<file path="src/rtl/nnk_pkg.sv">
package nnk_pkg;

    localparam int IDX_W  = 16;
    localparam int DIST_W = 32;
    localparam int K_W    = 5;
    localparam int RANK_W = 4;
    localparam int APB_AW = 2;
    localparam int APB_DW = 32;

    localparam logic [APB_AW-1:0] ADDR_NEIGHBOUR_COUNT = APB_AW'(0);
    localparam logic [K_W-1:0]    NEIGHBOUR_COUNT_RST  = K_W'(4);

    typedef struct packed {
        logic [IDX_W-1:0]  candidate_index;
        logic [DIST_W-1:0] candidate_distance;
        logic [IDX_W-1:0]  query_index;
        logic              last_candidate;
    } t_cand;

    typedef struct packed {
        logic [IDX_W-1:0]  neighbour_index;
        logic [DIST_W-1:0] neighbour_distance;
        logic [RANK_W-1:0] neighbour_rank;
        logic [K_W-1:0]    found_count;
        logic              last_result;
    } t_nbr;

    // what a cell shows its neighbors
    typedef struct packed {
        logic              valid;
        logic              lt;
        logic [IDX_W-1:0]  idx;
        logic [DIST_W-1:0] distance;
    } t_link;

    // broadcast from the controller to every cell
    typedef struct packed {
        logic              start;
        logic              clip;
        logic              insert;
        logic              shift_out;
        logic [IDX_W-1:0]  idx;
        logic [DIST_W-1:0] distance;
        logic [K_W-1:0]    k;
    } t_cell_cmd;

endpackage

</file>
<file path="src/rtl/nnk_if.sv">
interface nnk_cand_if;
    import nnk_pkg::*;
    logic  valid;
    logic  ready;
    t_cand data;
    modport source (output valid, output data, input ready);
    modport sink (input valid, input data, output ready);
endinterface

interface nnk_nbr_if;
    import nnk_pkg::*;
    logic valid;
    logic ready;
    t_nbr data;
    modport source (output valid, output data, input ready);
    modport sink (input valid, input data, output ready);
endinterface

</file>
<file path="src/rtl/nnk_cell.sv">
module nnk_cell #(
    parameter int CELL_ID = 0
) (
    input  logic               i_clk,
    input  logic               i_rst_n,
    input  nnk_pkg::t_cell_cmd i_cmd,
    input  nnk_pkg::t_link     i_prev,
    input  nnk_pkg::t_link     i_next,
    input  logic               i_tok,
    input  logic               i_hit,
    output nnk_pkg::t_link     o_link,
    output logic               o_tok,
    output logic               o_hit
);
    import nnk_pkg::*;

    logic              r_valid;
    logic [IDX_W-1:0]  r_idx;
    logic [DIST_W-1:0] r_dist;
    logic              r_tok;
    logic              r_hit;

    logic w_eq;
    logic w_lt;
    logic w_in_k;
    logic w_at_end;
    logic w_ins;

    assign w_eq     = r_valid && (r_idx == i_cmd.idx);
    assign w_lt     = r_valid && (i_cmd.distance < r_dist);
    assign w_in_k   = (32'(CELL_ID) < 32'(i_cmd.k));
    assign w_at_end = !r_valid && i_prev.valid;
    assign w_ins    = i_cmd.insert && w_in_k;

    assign o_link = '{valid: r_valid, lt: w_lt, idx: r_idx, distance: r_dist};
    assign o_tok  = r_tok;
    assign o_hit  = r_hit;

    always_ff @(posedge i_clk) begin
        if (!i_rst_n) begin
            r_valid <= 1'b0;
        end else if (i_cmd.clip) begin
            r_valid <= r_valid && w_in_k;
        end else if (w_ins) begin
            if (i_prev.lt || w_lt || w_at_end) begin
                r_valid <= 1'b1;
            end
        end else if (i_cmd.shift_out) begin
            r_valid <= i_next.valid;
        end
    end

    // entries at or after the insertion point move one cell toward the tail; shift-out moves each one toward the head
    always_ff @(posedge i_clk) begin
        if (w_ins && !i_cmd.clip) begin
            if (i_prev.lt) begin
                r_idx  <= i_prev.idx;
                r_dist <= i_prev.distance;
            end else if (w_lt || w_at_end) begin
                r_idx  <= i_cmd.idx;
                r_dist <= i_cmd.distance;
            end
        end else if (i_cmd.shift_out && !i_cmd.clip) begin
            r_idx  <= i_next.idx;
            r_dist <= i_next.distance;
        end
    end

    // duplicate search token ripples one cell per cycle
    always_ff @(posedge i_clk) begin
        if (!i_rst_n) begin
            r_tok <= 1'b0;
            r_hit <= 1'b0;
        end else begin
            r_tok <= i_tok;
            r_hit <= i_hit || (i_tok && w_eq);
        end
    end

endmodule

</file>
<file path="src/rtl/nnk_cfg.sv">
module nnk_cfg #(
    parameter int MAX_NEIGHBOURS = 16
) (
    input  logic                       i_clk,
    input  logic                       i_rst_n,
    input  logic                       psel,
    input  logic                       penable,
    input  logic                       pwrite,
    input  logic [nnk_pkg::APB_AW-1:0] paddr,
    input  logic [nnk_pkg::APB_DW-1:0] pwdata,
    output logic [nnk_pkg::APB_DW-1:0] prdata,
    output logic                       pready,
    output logic [nnk_pkg::K_W-1:0]    o_k
);
    import nnk_pkg::*;

    logic [K_W-1:0] r_neighbour_count;
    logic           w_sel;

    assign w_sel  = (paddr == ADDR_NEIGHBOUR_COUNT);
    assign pready = 1'b1;
    assign prdata = w_sel ? APB_DW'(r_neighbour_count) : '0;

    always_ff @(posedge i_clk) begin
        if (!i_rst_n) begin
            r_neighbour_count <= NEIGHBOUR_COUNT_RST;
        end else if (psel && penable && pwrite && w_sel) begin
            r_neighbour_count <= pwdata[K_W-1:0];
        end
    end

    // zero acts as one, anything above the cell count as the cell count
    always_comb begin
        if (r_neighbour_count == '0) begin
            o_k = K_W'(1);
        end else if (32'(r_neighbour_count) > 32'(MAX_NEIGHBOURS)) begin
            o_k = K_W'(MAX_NEIGHBOURS);
        end else begin
            o_k = r_neighbour_count;
        end
    end

endmodule

</file>
<file path="src/rtl/nearest_neighbour_top_k.sv">
// Candidate that is not skipped: once accepted, the duplicate-search token crosses
// the cells, then it is inserted unless a duplicate was found; no new candidate is
// taken before the token reaches the tail.
// Skipped candidate (self or beyond library): accepted with no search or insert.
// After a last candidate the list drains max(found, 1) beats, one per cycle while the output is not stalled.
// Reset (synchronous, active low) empties the list and sets neighbour_count to 4;
// the output valid and the search token are cleared as well.
module nearest_neighbour_top_k #(
    parameter int MAX_NEIGHBOURS = 16,
    parameter int LIBRARY_SIZE   = 65536
) (
    input  logic                       i_clk,
    input  logic                       i_rst_n,
    nnk_cand_if.sink                   i_cand,
    nnk_nbr_if.source                  o_nbr,
    input  logic                       psel,
    input  logic                       penable,
    input  logic                       pwrite,
    input  logic [nnk_pkg::APB_AW-1:0] paddr,
    input  logic [nnk_pkg::APB_DW-1:0] pwdata,
    output logic [nnk_pkg::APB_DW-1:0] prdata,
    output logic                       pready
);
    import nnk_pkg::*;

    localparam int FILL_W = $clog2(MAX_NEIGHBOURS + 1);

    typedef enum logic [2:0] {
        S_IDLE  = 3'b001,
        S_CHECK = 3'b010,
        S_EMIT  = 3'b100
    } t_state;

    t_state r_state, n_state;

    logic [IDX_W-1:0]  r_cand_idx;
    logic [DIST_W-1:0] r_cand_dist;
    logic              r_cand_last;
    logic [FILL_W-1:0] r_fill;
    logic [FILL_W-1:0] r_rank;
    logic              r_out_valid;
    t_nbr              r_out;

    logic [K_W-1:0]    w_k;
    logic [FILL_W-1:0] w_k_f;
    logic [FILL_W-1:0] w_fill_clip;
    logic              w_acc;
    logic              w_skip;
    logic              w_load;
    logic              w_emit_last;
    logic              w_tail_tok;
    logic              w_tail_hit;
    t_cell_cmd         w_cmd;

    t_link             w_link [MAX_NEIGHBOURS];
    t_link             w_prev [MAX_NEIGHBOURS];
    t_link             w_next [MAX_NEIGHBOURS];
    logic [MAX_NEIGHBOURS-1:0] w_tok;
    logic [MAX_NEIGHBOURS-1:0] w_hit;
    logic [MAX_NEIGHBOURS-1:0] w_tok_in;
    logic [MAX_NEIGHBOURS-1:0] w_hit_in;

    nnk_cfg #(
        .MAX_NEIGHBOURS(MAX_NEIGHBOURS)
    ) u_cfg (
        .i_clk   (i_clk),
        .i_rst_n (i_rst_n),
        .psel    (psel),
        .penable (penable),
        .pwrite  (pwrite),
        .paddr   (paddr),
        .pwdata  (pwdata),
        .prdata  (prdata),
        .pready  (pready),
        .o_k     (w_k)
    );

    assign w_k_f       = FILL_W'(w_k);
    assign w_fill_clip = (r_fill > w_k_f) ? w_k_f : r_fill;

    assign i_cand.ready = (r_state == S_IDLE);
    assign w_acc        = i_cand.valid && (r_state == S_IDLE);
    assign w_skip       = (i_cand.data.candidate_index == i_cand.data.query_index) ||
                          !(32'(i_cand.data.candidate_index) < 32'(LIBRARY_SIZE));

    assign w_tail_tok = w_tok[MAX_NEIGHBOURS-1];
    assign w_tail_hit = w_hit[MAX_NEIGHBOURS-1];

    assign w_load      = (r_state == S_EMIT) && (!r_out_valid || o_nbr.ready);
    assign w_emit_last = (r_fill == '0) || ((r_rank + FILL_W'(1)) == r_fill);

    always_comb begin
        w_cmd.start     = w_acc && !w_skip;
        w_cmd.clip      = w_acc;
        w_cmd.insert    = (r_state == S_CHECK) && w_tail_tok && !w_tail_hit;
        w_cmd.shift_out = w_load && (r_fill != '0);
        w_cmd.idx       = (r_state == S_IDLE) ? i_cand.data.candidate_index : r_cand_idx;
        w_cmd.distance  = r_cand_dist;
        w_cmd.k         = w_k;
    end

    genvar g;
    generate
        for (g = 0; g < MAX_NEIGHBOURS; g++) begin : g_cell
            if (g == 0) begin : g_head
                assign w_prev[g]   = '{valid: 1'b1, lt: 1'b0, idx: '0, distance: '0};
                assign w_tok_in[g] = w_cmd.start;
                assign w_hit_in[g] = 1'b0;
            end else begin : g_body
                assign w_prev[g]   = w_link[g-1];
                assign w_tok_in[g] = w_tok[g-1];
                assign w_hit_in[g] = w_hit[g-1];
            end
            if (g == MAX_NEIGHBOURS - 1) begin : g_tail
                assign w_next[g] = '{valid: 1'b0, lt: 1'b0, idx: '0, distance: '0};
            end else begin : g_mid
                assign w_next[g] = w_link[g+1];
            end

            nnk_cell #(
                .CELL_ID(g)
            ) u_cell (
                .i_clk   (i_clk),
                .i_rst_n (i_rst_n),
                .i_cmd   (w_cmd),
                .i_prev  (w_prev[g]),
                .i_next  (w_next[g]),
                .i_tok   (w_tok_in[g]),
                .i_hit   (w_hit_in[g]),
                .o_link  (w_link[g]),
                .o_tok   (w_tok[g]),
                .o_hit   (w_hit[g])
            );
        end
    endgenerate

    always_comb begin
        n_state = r_state;
        unique case (r_state)
            S_IDLE: begin
                if (w_acc) begin
                    if (!w_skip) begin
                        n_state = S_CHECK;
                    end else if (i_cand.data.last_candidate) begin
                        n_state = S_EMIT;
                    end
                end
            end
            S_CHECK: begin
                if (w_tail_tok) begin
                    n_state = r_cand_last ? S_EMIT : S_IDLE;
                end
            end
            S_EMIT: begin
                if (w_load && w_emit_last) begin
                    n_state = S_IDLE;
                end
            end
            default: n_state = S_IDLE;
        endcase
    end

    always_ff @(posedge i_clk) begin
        if (!i_rst_n) begin
            r_state     <= S_IDLE;
            r_fill      <= '0;
            r_rank      <= '0;
            r_out_valid <= 1'b0;
        end else begin
            r_state <= n_state;
            if (w_acc) begin
                r_fill <= w_fill_clip;
            end else if (w_cmd.insert && (r_fill < w_k_f)) begin
                r_fill <= r_fill + FILL_W'(1);
            end else if (w_load && w_emit_last) begin
                r_fill <= '0;
            end
            if (w_load) begin
                r_rank      <= w_emit_last ? '0 : r_rank + FILL_W'(1);
                r_out_valid <= 1'b1;
            end else if (o_nbr.ready) begin
                r_out_valid <= 1'b0;
            end
        end
    end

    always_ff @(posedge i_clk) begin
        if (w_acc) begin
            r_cand_idx  <= i_cand.data.candidate_index;
            r_cand_dist <= i_cand.data.candidate_distance;
            r_cand_last <= i_cand.data.last_candidate;
        end
        if (w_load) begin
            // an empty list still reports one beat with zeros
            r_out.neighbour_index    <= (r_fill == '0) ? '0 : w_link[0].idx;
            r_out.neighbour_distance <= (r_fill == '0) ? '0 : w_link[0].distance;
            r_out.neighbour_rank     <= RANK_W'(r_rank);
            r_out.found_count        <= K_W'(r_fill);
            r_out.last_result        <= w_emit_last;
        end
    end

    assign o_nbr.valid = r_out_valid;
    assign o_nbr.data  = r_out;

endmodule

</file>
<file path="src/flat_wrapper.sv">
// flat-port wrapper written by rule: the top's interface ports become plain ports
module nearest_neighbour_top_k_flat import nnk_pkg::*;
#(
    parameter int MAX_NEIGHBOURS = 16,
    parameter int LIBRARY_SIZE   = 65536
)
  (i_clk, i_rst_n, psel, penable, pwrite, paddr, pwdata, prdata, pready, i_cand_valid, i_cand_data, i_cand_ready, o_nbr_valid, o_nbr_data, o_nbr_ready);
  nnk_cand_if i_cand_i ();
  nnk_nbr_if o_nbr_i ();
  input  logic i_clk;
  input  logic i_rst_n;
  input  logic psel;
  input  logic penable;
  input  logic pwrite;
  input  logic [nnk_pkg::APB_AW-1:0] paddr;
  input  logic [nnk_pkg::APB_DW-1:0] pwdata;
  output logic [nnk_pkg::APB_DW-1:0] prdata;
  output logic pready;
  input wire logic [$bits(i_cand_i.valid)-1:0] i_cand_valid;
  input wire logic [$bits(i_cand_i.data)-1:0] i_cand_data;
  output wire logic [$bits(i_cand_i.ready)-1:0] i_cand_ready;
  output wire logic [$bits(o_nbr_i.valid)-1:0] o_nbr_valid;
  output wire logic [$bits(o_nbr_i.data)-1:0] o_nbr_data;
  input wire logic [$bits(o_nbr_i.ready)-1:0] o_nbr_ready;
  assign i_cand_i.valid = i_cand_valid;
  assign i_cand_i.data = i_cand_data;
  assign i_cand_ready = i_cand_i.ready;
  assign o_nbr_valid = o_nbr_i.valid;
  assign o_nbr_data = o_nbr_i.data;
  assign o_nbr_i.ready = o_nbr_ready;
  nearest_neighbour_top_k #(.MAX_NEIGHBOURS(MAX_NEIGHBOURS), .LIBRARY_SIZE(LIBRARY_SIZE)) u_core (.i_clk(i_clk), .i_rst_n(i_rst_n), .i_cand(i_cand_i), .o_nbr(o_nbr_i), .psel(psel), .penable(penable), .pwrite(pwrite), .paddr(paddr), .pwdata(pwdata), .prdata(prdata), .pready(pready));
endmodule
</file>
<file path="config.mk">
export PLATFORM = sky130hd
export DESIGN_NAME = nearest_neighbour_top_k_flat
export DESIGN_NICKNAME = d
export VERILOG_FILES = /design/src/rtl/nnk_pkg.sv /design/src/rtl/nnk_if.sv /design/src/rtl/nnk_cell.sv /design/src/rtl/nnk_cfg.sv /design/src/rtl/nearest_neighbour_top_k.sv /design/src/flat_wrapper.sv
export SDC_FILE = /design/constraint.sdc
export NUM_CORES = 2
export LEC_CHECK = 0
export BUFFER_PORTS_ARGS = -buffer_cell sky130_fd_sc_hd__buf_2
export CORE_MARGIN = 8
export CORE_UTILIZATION = 27
export DETAILED_ROUTE_END_ITERATION = 10
export PLACE_DENSITY_LB_ADDON = 0.3
export SLEW_MARGIN = 20
export SYNTH_ARGS = -nofsm -noshare
export SYNTH_HDL_FRONTEND = slang
export SYNTH_HIERARCHICAL = 1
export SYNTH_SLANG_ARGS = --single-unit
</file>
<file path="constraint.sdc">
create_clock -name i_clk -period 12.3 [get_ports i_clk]
set_input_delay 3.69 -clock i_clk [delete_from_list [all_inputs] [get_ports i_clk]]
set_output_delay 3.69 -clock i_clk [all_outputs]
set_load 0.05 [all_outputs]
</file>
== Yosys cells after proc, flatten, opt, wreduce, memory -nomap -nowiden ==
Cells that the tools add are included.

* Add/sub/neg operators: 2
* $mul: 0
* Divide/modulo/power cells: 0
* Order comparisons: 35
* Eq/ne operators: 58
* Shift operators: 0
* Multiplexer cells: 208
* Bitwise gates (word level): 0
* Reduce and logical (&&, ||, !) cells: 278

{| class="wikitable"
|+ Operator list
! operator !! number
|-
| two-way mux 32 bit || 63
|-
| two-way mux 16 bit || 64
|-
| < comparator 32 bit || 16
|-
| == test 16 bit || 17
|-
| logical AND 1 bit || 123
|-
| inequality test 3 x 1 -> 1 bit (second input constant) || 31
|-
| two-way mux 1 bit || 66
|-
| AND reduction 2 bit || 33
|-
| logical OR 1 bit || 63
|-
| nonzero test 3 bit || 17
|-
| < comparator 4 x 5 -> 1 bit (first input constant) || 8
|-
| two-way mux 5 bit || 8
|-
| nonzero test 2 bit || 17
|-
| zero test 1 bit || 20
|-
| < comparator 3 x 5 -> 1 bit (first input constant) || 4
|-
| two-way mux 3 bit || 6
|-
| adder 5 x 1 -> 5 bit (second input constant) || 2
|-
| zero test 5 bit || 2
|-
| < comparator 1 x 5 -> 1 bit (first input constant) || 2
|-
| < comparator 2 x 5 -> 1 bit (first input constant) || 2
|-
| one-hot mux 3 bit (3 select lines) || 1
|-
| inequality test 2 bit (second input constant) || 4
|-
| == test 5 bit || 1
|-
| > comparator 5 bit || 1
|-
| other kinds (10) || 10
|}

* Flip-flop bits (word level): 942
* Latch bits: 0
* Bits in writable memories: 0
* Bits in read-only memories: 0
* Output and inout port bits: 93
* Memories kept: 0

== Logic depth before layout (Yosys ltp) ==
* Depth in word-level cells: 8
* Depth in mapped cells: 14
* Mapped depth without buffers: 12

== Hierarchy ==
Netlist, hierarchy kept.

{| class="wikitable"
|+ By module, submodules not included
! module !! instances !! cells each !! area an instance (um^2) !! sequential area each (um^2)
|-
| nearest_neighbour_top_k || 1 || 341 || 5032.3 || 3493.4
|-
| nnk_cell at u_core.g_cell[3].u_cell || 1 || 367 || 3698.5 || 1501.4
|-
| nnk_cell at u_core.g_cell[4].u_cell || 1 || 375 || 3653.5 || 1501.4
|-
| nnk_cell at u_core.g_cell[13].u_cell || 1 || 366 || 3638.5 || 1501.4
|-
| nnk_cell at u_core.g_cell[12].u_cell || 1 || 373 || 3632.2 || 1501.4
|-
| nnk_cell at u_core.g_cell[6].u_cell || 1 || 366 || 3629.7 || 1501.4
|-
| nnk_cell at u_core.g_cell[10].u_cell || 1 || 367 || 3616.0 || 1501.4
|-
| nnk_cell at u_core.g_cell[8].u_cell || 1 || 368 || 3616.0 || 1501.4
|-
| nnk_cell at u_core.g_cell[5].u_cell || 1 || 363 || 3604.7 || 1501.4
|-
| nnk_cell at u_core.g_cell[11].u_cell || 1 || 363 || 3603.5 || 1501.4
|-
| nnk_cell at u_core.g_cell[0].u_cell || 1 || 372 || 3601.0 || 1501.4
|-
| nnk_cell at u_core.g_cell[1].u_cell || 1 || 364 || 3601.0 || 1501.4
|-
| nnk_cell at u_core.g_cell[2].u_cell || 1 || 369 || 3599.7 || 1501.4
|-
| nnk_cell at u_core.g_cell[14].u_cell || 1 || 369 || 3598.5 || 1501.4
|-
| +4 rows || - || - || - || -
|}

== Worst setup path before layout ==
No wires, ideal clock.

* Path kind: input port to flip-flop
* Start point: in i_cand_valid
* End point: reg u_core.g_cell[15].u_cell.r_dist[0] (enable)
* Setup time: 0.531 ns
* Data arrival time: 10.404 ns
* Required time: 11.769 ns
* Path slack: 1.365 ns
* Stages: 7
* Path buffers: 0
* Cell sequence: nand2_1 inv_1 nand3b_2 nor3_1 nand2_1 a41oi_2 a221oi_1

* Cells in the longest elaborated chain, start to end: 5
* Elaborated cells between the ends (all ways): 7
* Those cells by class: eq/ne (1); reduce/logical (6)

{| class="wikitable"
|+ Ends and longest elaborated chain
! what !! RTL line !! RTL
|-
| start, declared || flat_wrapper.sv:19 || <nowiki>input wire logic [$bits(i_cand_i.valid)-1:0] i_cand_valid;</nowiki>
|-
| logical AND 1 bit * || nearest_neighbour_top_k.sv:82 || <nowiki>assign w_acc = i_cand.valid && (r_state == S_IDLE);</nowiki>
|-
| via u_core.w_acc || nearest_neighbour_top_k.sv:47 || <nowiki>logic w_acc;</nowiki>
|-
| zero test 1 bit * || nnk_cell.sv:55, nnk_cell.sv:63 ||
|-
| logical AND 1 bit, on equally long branches || nnk_cell.sv:55, nnk_cell.sv:63 ||
|-
| inequality test 3 x 1 -> 1 bit (no line) / nonzero test 2 bit (equally long branches) || - ||
|-
| AND reduction 2 bit (no line) * || - ||
|-
| end signal, assigned || nnk_cell.sv:58 || <nowiki>r_dist <= i_prev.distance;</nowiki>
|-
| end signal, assigned || nnk_cell.sv:61 || <nowiki>r_dist <= i_cmd.distance;</nowiki>
|-
| end signal, assigned || nnk_cell.sv:65 || <nowiki>r_dist <= i_next.distance;</nowiki>
|-
| end, declared || nnk_cell.sv:19 || <nowiki>logic [DIST_W-1:0] r_dist;</nowiki>
|}

The timed path passes the listed nets; every way through them passes the cells marked *.
A chain may end at the register's enable or synchronous reset.

== Worst setup path in the final report ==
* Start point: in paddr[1] (netlist bit)
* End point: out prdata[4] (netlist bit)

* Cells in the longest elaborated chain, start to end: 2

{| class="wikitable"
|+ Ends and longest elaborated chain
! what !! RTL line !! RTL
|-
| start, declared || flat_wrapper.sv:15 || <nowiki>input logic [nnk_pkg::APB_AW-1:0] paddr;</nowiki>
|-
| zero test 2 bit || nnk_cfg.sv:20 || <nowiki>assign w_sel = (paddr == ADDR_NEIGHBOUR_COUNT);</nowiki>
|-
| two-way mux 5 bit || nnk_cfg.sv:22 || <nowiki>assign prdata = w_sel ? APB_DW'(r_neighbour_count) : '0;</nowiki>
|-
| end, declared || flat_wrapper.sv:17 || <nowiki>output logic [nnk_pkg::APB_DW-1:0] prdata;</nowiki>
|}

No other way between the ends.

==> summary.txt <==
Outcome
  • Status: complete, no violations

Die
  • Cell Rows: 177
  • Core Box Area: 0.233 mm^2
  • Die area: 0.250 mm^2
  • Horiz. Die Dim: 500 um
  • Ports: 199
  • Starting density of the core: 27.2%
  • Die Ht: 500 um

Clocking
  • TritonCTS Buffers: 113
  • CTS clk-pin slew, worst paths: 0.05 ns
  • Post-CTS Setup Bufs: 0
  • Max clock buf depth: 3
  • Post_cts resized: 0
  • Cts hold-fix bufs: 0
  • Clock Tree Root: clkbuf_16
  • CTS tree: built
  • TritonCTS Sinks: 942
  • Worst-Skew Late Latency: 0.74 ns
  • H-tree Lvls: 3

Timing
  • Least-Margin Pin Slew: 1.04 ns
  • Final hold vios: 0
  • Tmin final: 8.10 ns
  • RSZ-0062 raised after global routing: false
  • FMAX: 0.123 GHz
  • Clk_skew: 0.0396 ns
  • Relative slew slack: 30.3%
  • Max-slew violations: 0
  • Fin crit share: 65.8%
  • Final count of negative-setup-slack endpoints: 0
  • Fin Setup TNS: 0 ns

Global routing
  • Largest net degree at the start of global routing: 99
  • Antenna violations before repair: 8
  • Total global-route track usage: 13.1%
  • Number of global-route vias before repair: 45.9k
  • Gr ovfl total: 0
  • First-pass GRT wire length: 268000 um

Drt
  • Vias per cell: 4.73
  • Final WL: 171000 um
  • DRC Markers: 0
  • Post-DRT Antenna Nets: 0
  • Routed vias: 45.8k
  • 1st-pass router iterations: 6
  • DR WL/cell: 17.6 um
  • Iter 0 DRT Violations: 3181

Critical path
  • CP Launch Type: primary input
  • Crit. End Element: primary output
  • RR Startpoint: u_core/r_cand_dist[14]
  • Reg2reg setup slack: 7.21 ns
  • Worst reg2reg path depth: 14
  • Setup CP Type: in2out
  • Worst EP arrival: 4.41 ns
  • CP Data Required Time: 8.61 ns
  • Crit Path Max Fanout: 6
  • Reg2reg end: u_core/g_cell[11].u_cell/r_dist[6]

Power and ir drop
  • VDD IR max: 0.0000992 V
  • Combinational power share: 13.6%
  • Leakage: 26.4 nW
  • Pint: 5.78 mW
  • Sequential share of power: 44.5%
  • Switching Fraction: 26.4%
  • Overall power consumption: 7.85 mW
  • Pwr dens: 110 mW/mm^2
  • Clk pwr share: 42.0%
  • Switching Power: 2.07 mW

Worst hold path
  • Hold EP: u_core/g_cell[9].u_cell/o_hit
  • Hold Crit Class: reg2reg
  • Hold Crit Start: u_core/g_cell[8].u_cell/o_hit
  • Hold depth: 1

Final layout
  • Final-stage net count: 7059
  • Layout cell share with drive strength beyond 1: 9.04%
  • Most frequent cells in the layout: edfxtp_1 (875), mux2i_1 (785), a21oi_1 (707), nor2_1 (605), inv_1 (550)
  • Final core utilization: 30.7%
  • FF+latch area: 0.0276 mm^2
  • Most common cell after layout, fill and taps aside: edfxtp_1
  • Multi-input gate area: 0.0327 mm^2
  • Fill cells: 24.3k
  • Area Growth Syn to Fin: 13.0%

Placed design
  • IO Port Bufs: 143
  • GP Congestion: 0.834
  • Placed wire-length estimate: 129000 um

Synthesis
  • Syn Inst Count: 6284
  • Synthesized area: 0.0633 mm^2
  • Syn_area_per_cell: 10.1 um^2
  • Warnings from Yosys: 6

Run
  • Number of max-cap violations: 0
==> critical path: stages <==
cell	delay, ns
buf_2	0.11
nor2_2	0.18
and2_1	0.16
buf_2	0.27
==> per-layer routing <==
| layer | vias up | wire (um) | track usage (%) |
|---|---|---|---|
| met4 | 8 | 4890 | 3.72 |
| met5 | - | 52 | 0 |
| met3 | 235 | 7990 | 1.85 |
| li1 | 22817 | - | - |
| met1 | 21725 | 84400 | 18.8 |
| met2 | 1014 | 73300 | 20.3 |
==> worst max path at each step <==
stage,slack (ns),cells past startpoint,to,start
6_report,4.20,4,prdata[4],paddr[1]
5_1_grt,4.16,4,prdata[4],paddr[1]
3_5_place_dp,4.20,4,prdata[4],paddr[1]
2_1_floorplan,1.37,7,u_core/g_cell[15].u_cell/r_dist[0],i_cand_valid
3_3_place_gp,4.07,10,u_core/g_cell[15].u_cell/r_dist[8],i_cand_valid
4_1_cts,4.19,4,prdata[4],paddr[1]
==> final cells by class <==
| type | count | area share [%] |
|---|---|---|
| Antenna cell | 5 | 0.0175 |
| Timing Repair Buffer | 255 | 2.19 |
| Inverter | 555 | 2.92 |
| Clock buffer | 161 | 4.39 |
| Sequential cell | 942 | 38.6 |
| Tap cell | 3132 | 5.48 |
| Clock inverter | 51 | 0.640 |
| Multi-Input combinational cell | 4582 | 45.7 |
==> through the flow <==
| stage | instance area (um^2) | hold WS [ns] | worst slack [ns] | std cells |
|---|---|---|---|---|
| after floorplan | 63800 | 0.418 | 1.37 | 6408 |
| after global placement | 67900 | 0.429 | 4.07 | 9465 |
| after detailed placement | 67900 | 0.423 | 4.20 | 9466 |
| after CTS | 71500 | 0.447 | 4.19 | 9678 |
| after global routing | 71500 | 0.457 | 4.16 | 9678 |
| final | 71500 | 0.445 | 4.20 | 9683 |
==> flip-flops by register name, indices dropped and copies added, names as in the netlist, 3 cells and up <==
name and count:
u_core/g_cell.u_cell/o_hit 16, u_core/g_cell.u_cell/o_tok 16, u_core/g_cell.u_cell/r_dist 512, u_core/g_cell.u_cell/r_idx 256
u_core/g_cell.u_cell/r_valid 16, u_core/o_nbr.data 58, u_core/r_cand_dist 32, u_core/r_cand_idx 16
u_core/r_fill 5, u_core/r_rank 5, u_core/r_state 3, u_core/u_cfg/r_neighbour_count 5
==> power groups by stage <==
stage	combinational, mW	clock, mW	sequential (mW)
5_1_grt	1.18	3.51	3.49
3_5_place_dp	1.07	0	3.56
4_1_cts	1.07	3.41	3.49
2_1_floorplan	0.706	0	3.61
6_report	1.06	3.30	3.49
3_3_place_gp	1.04	0	3.56
No activity file was read; power rests on OpenSTA's default activity.
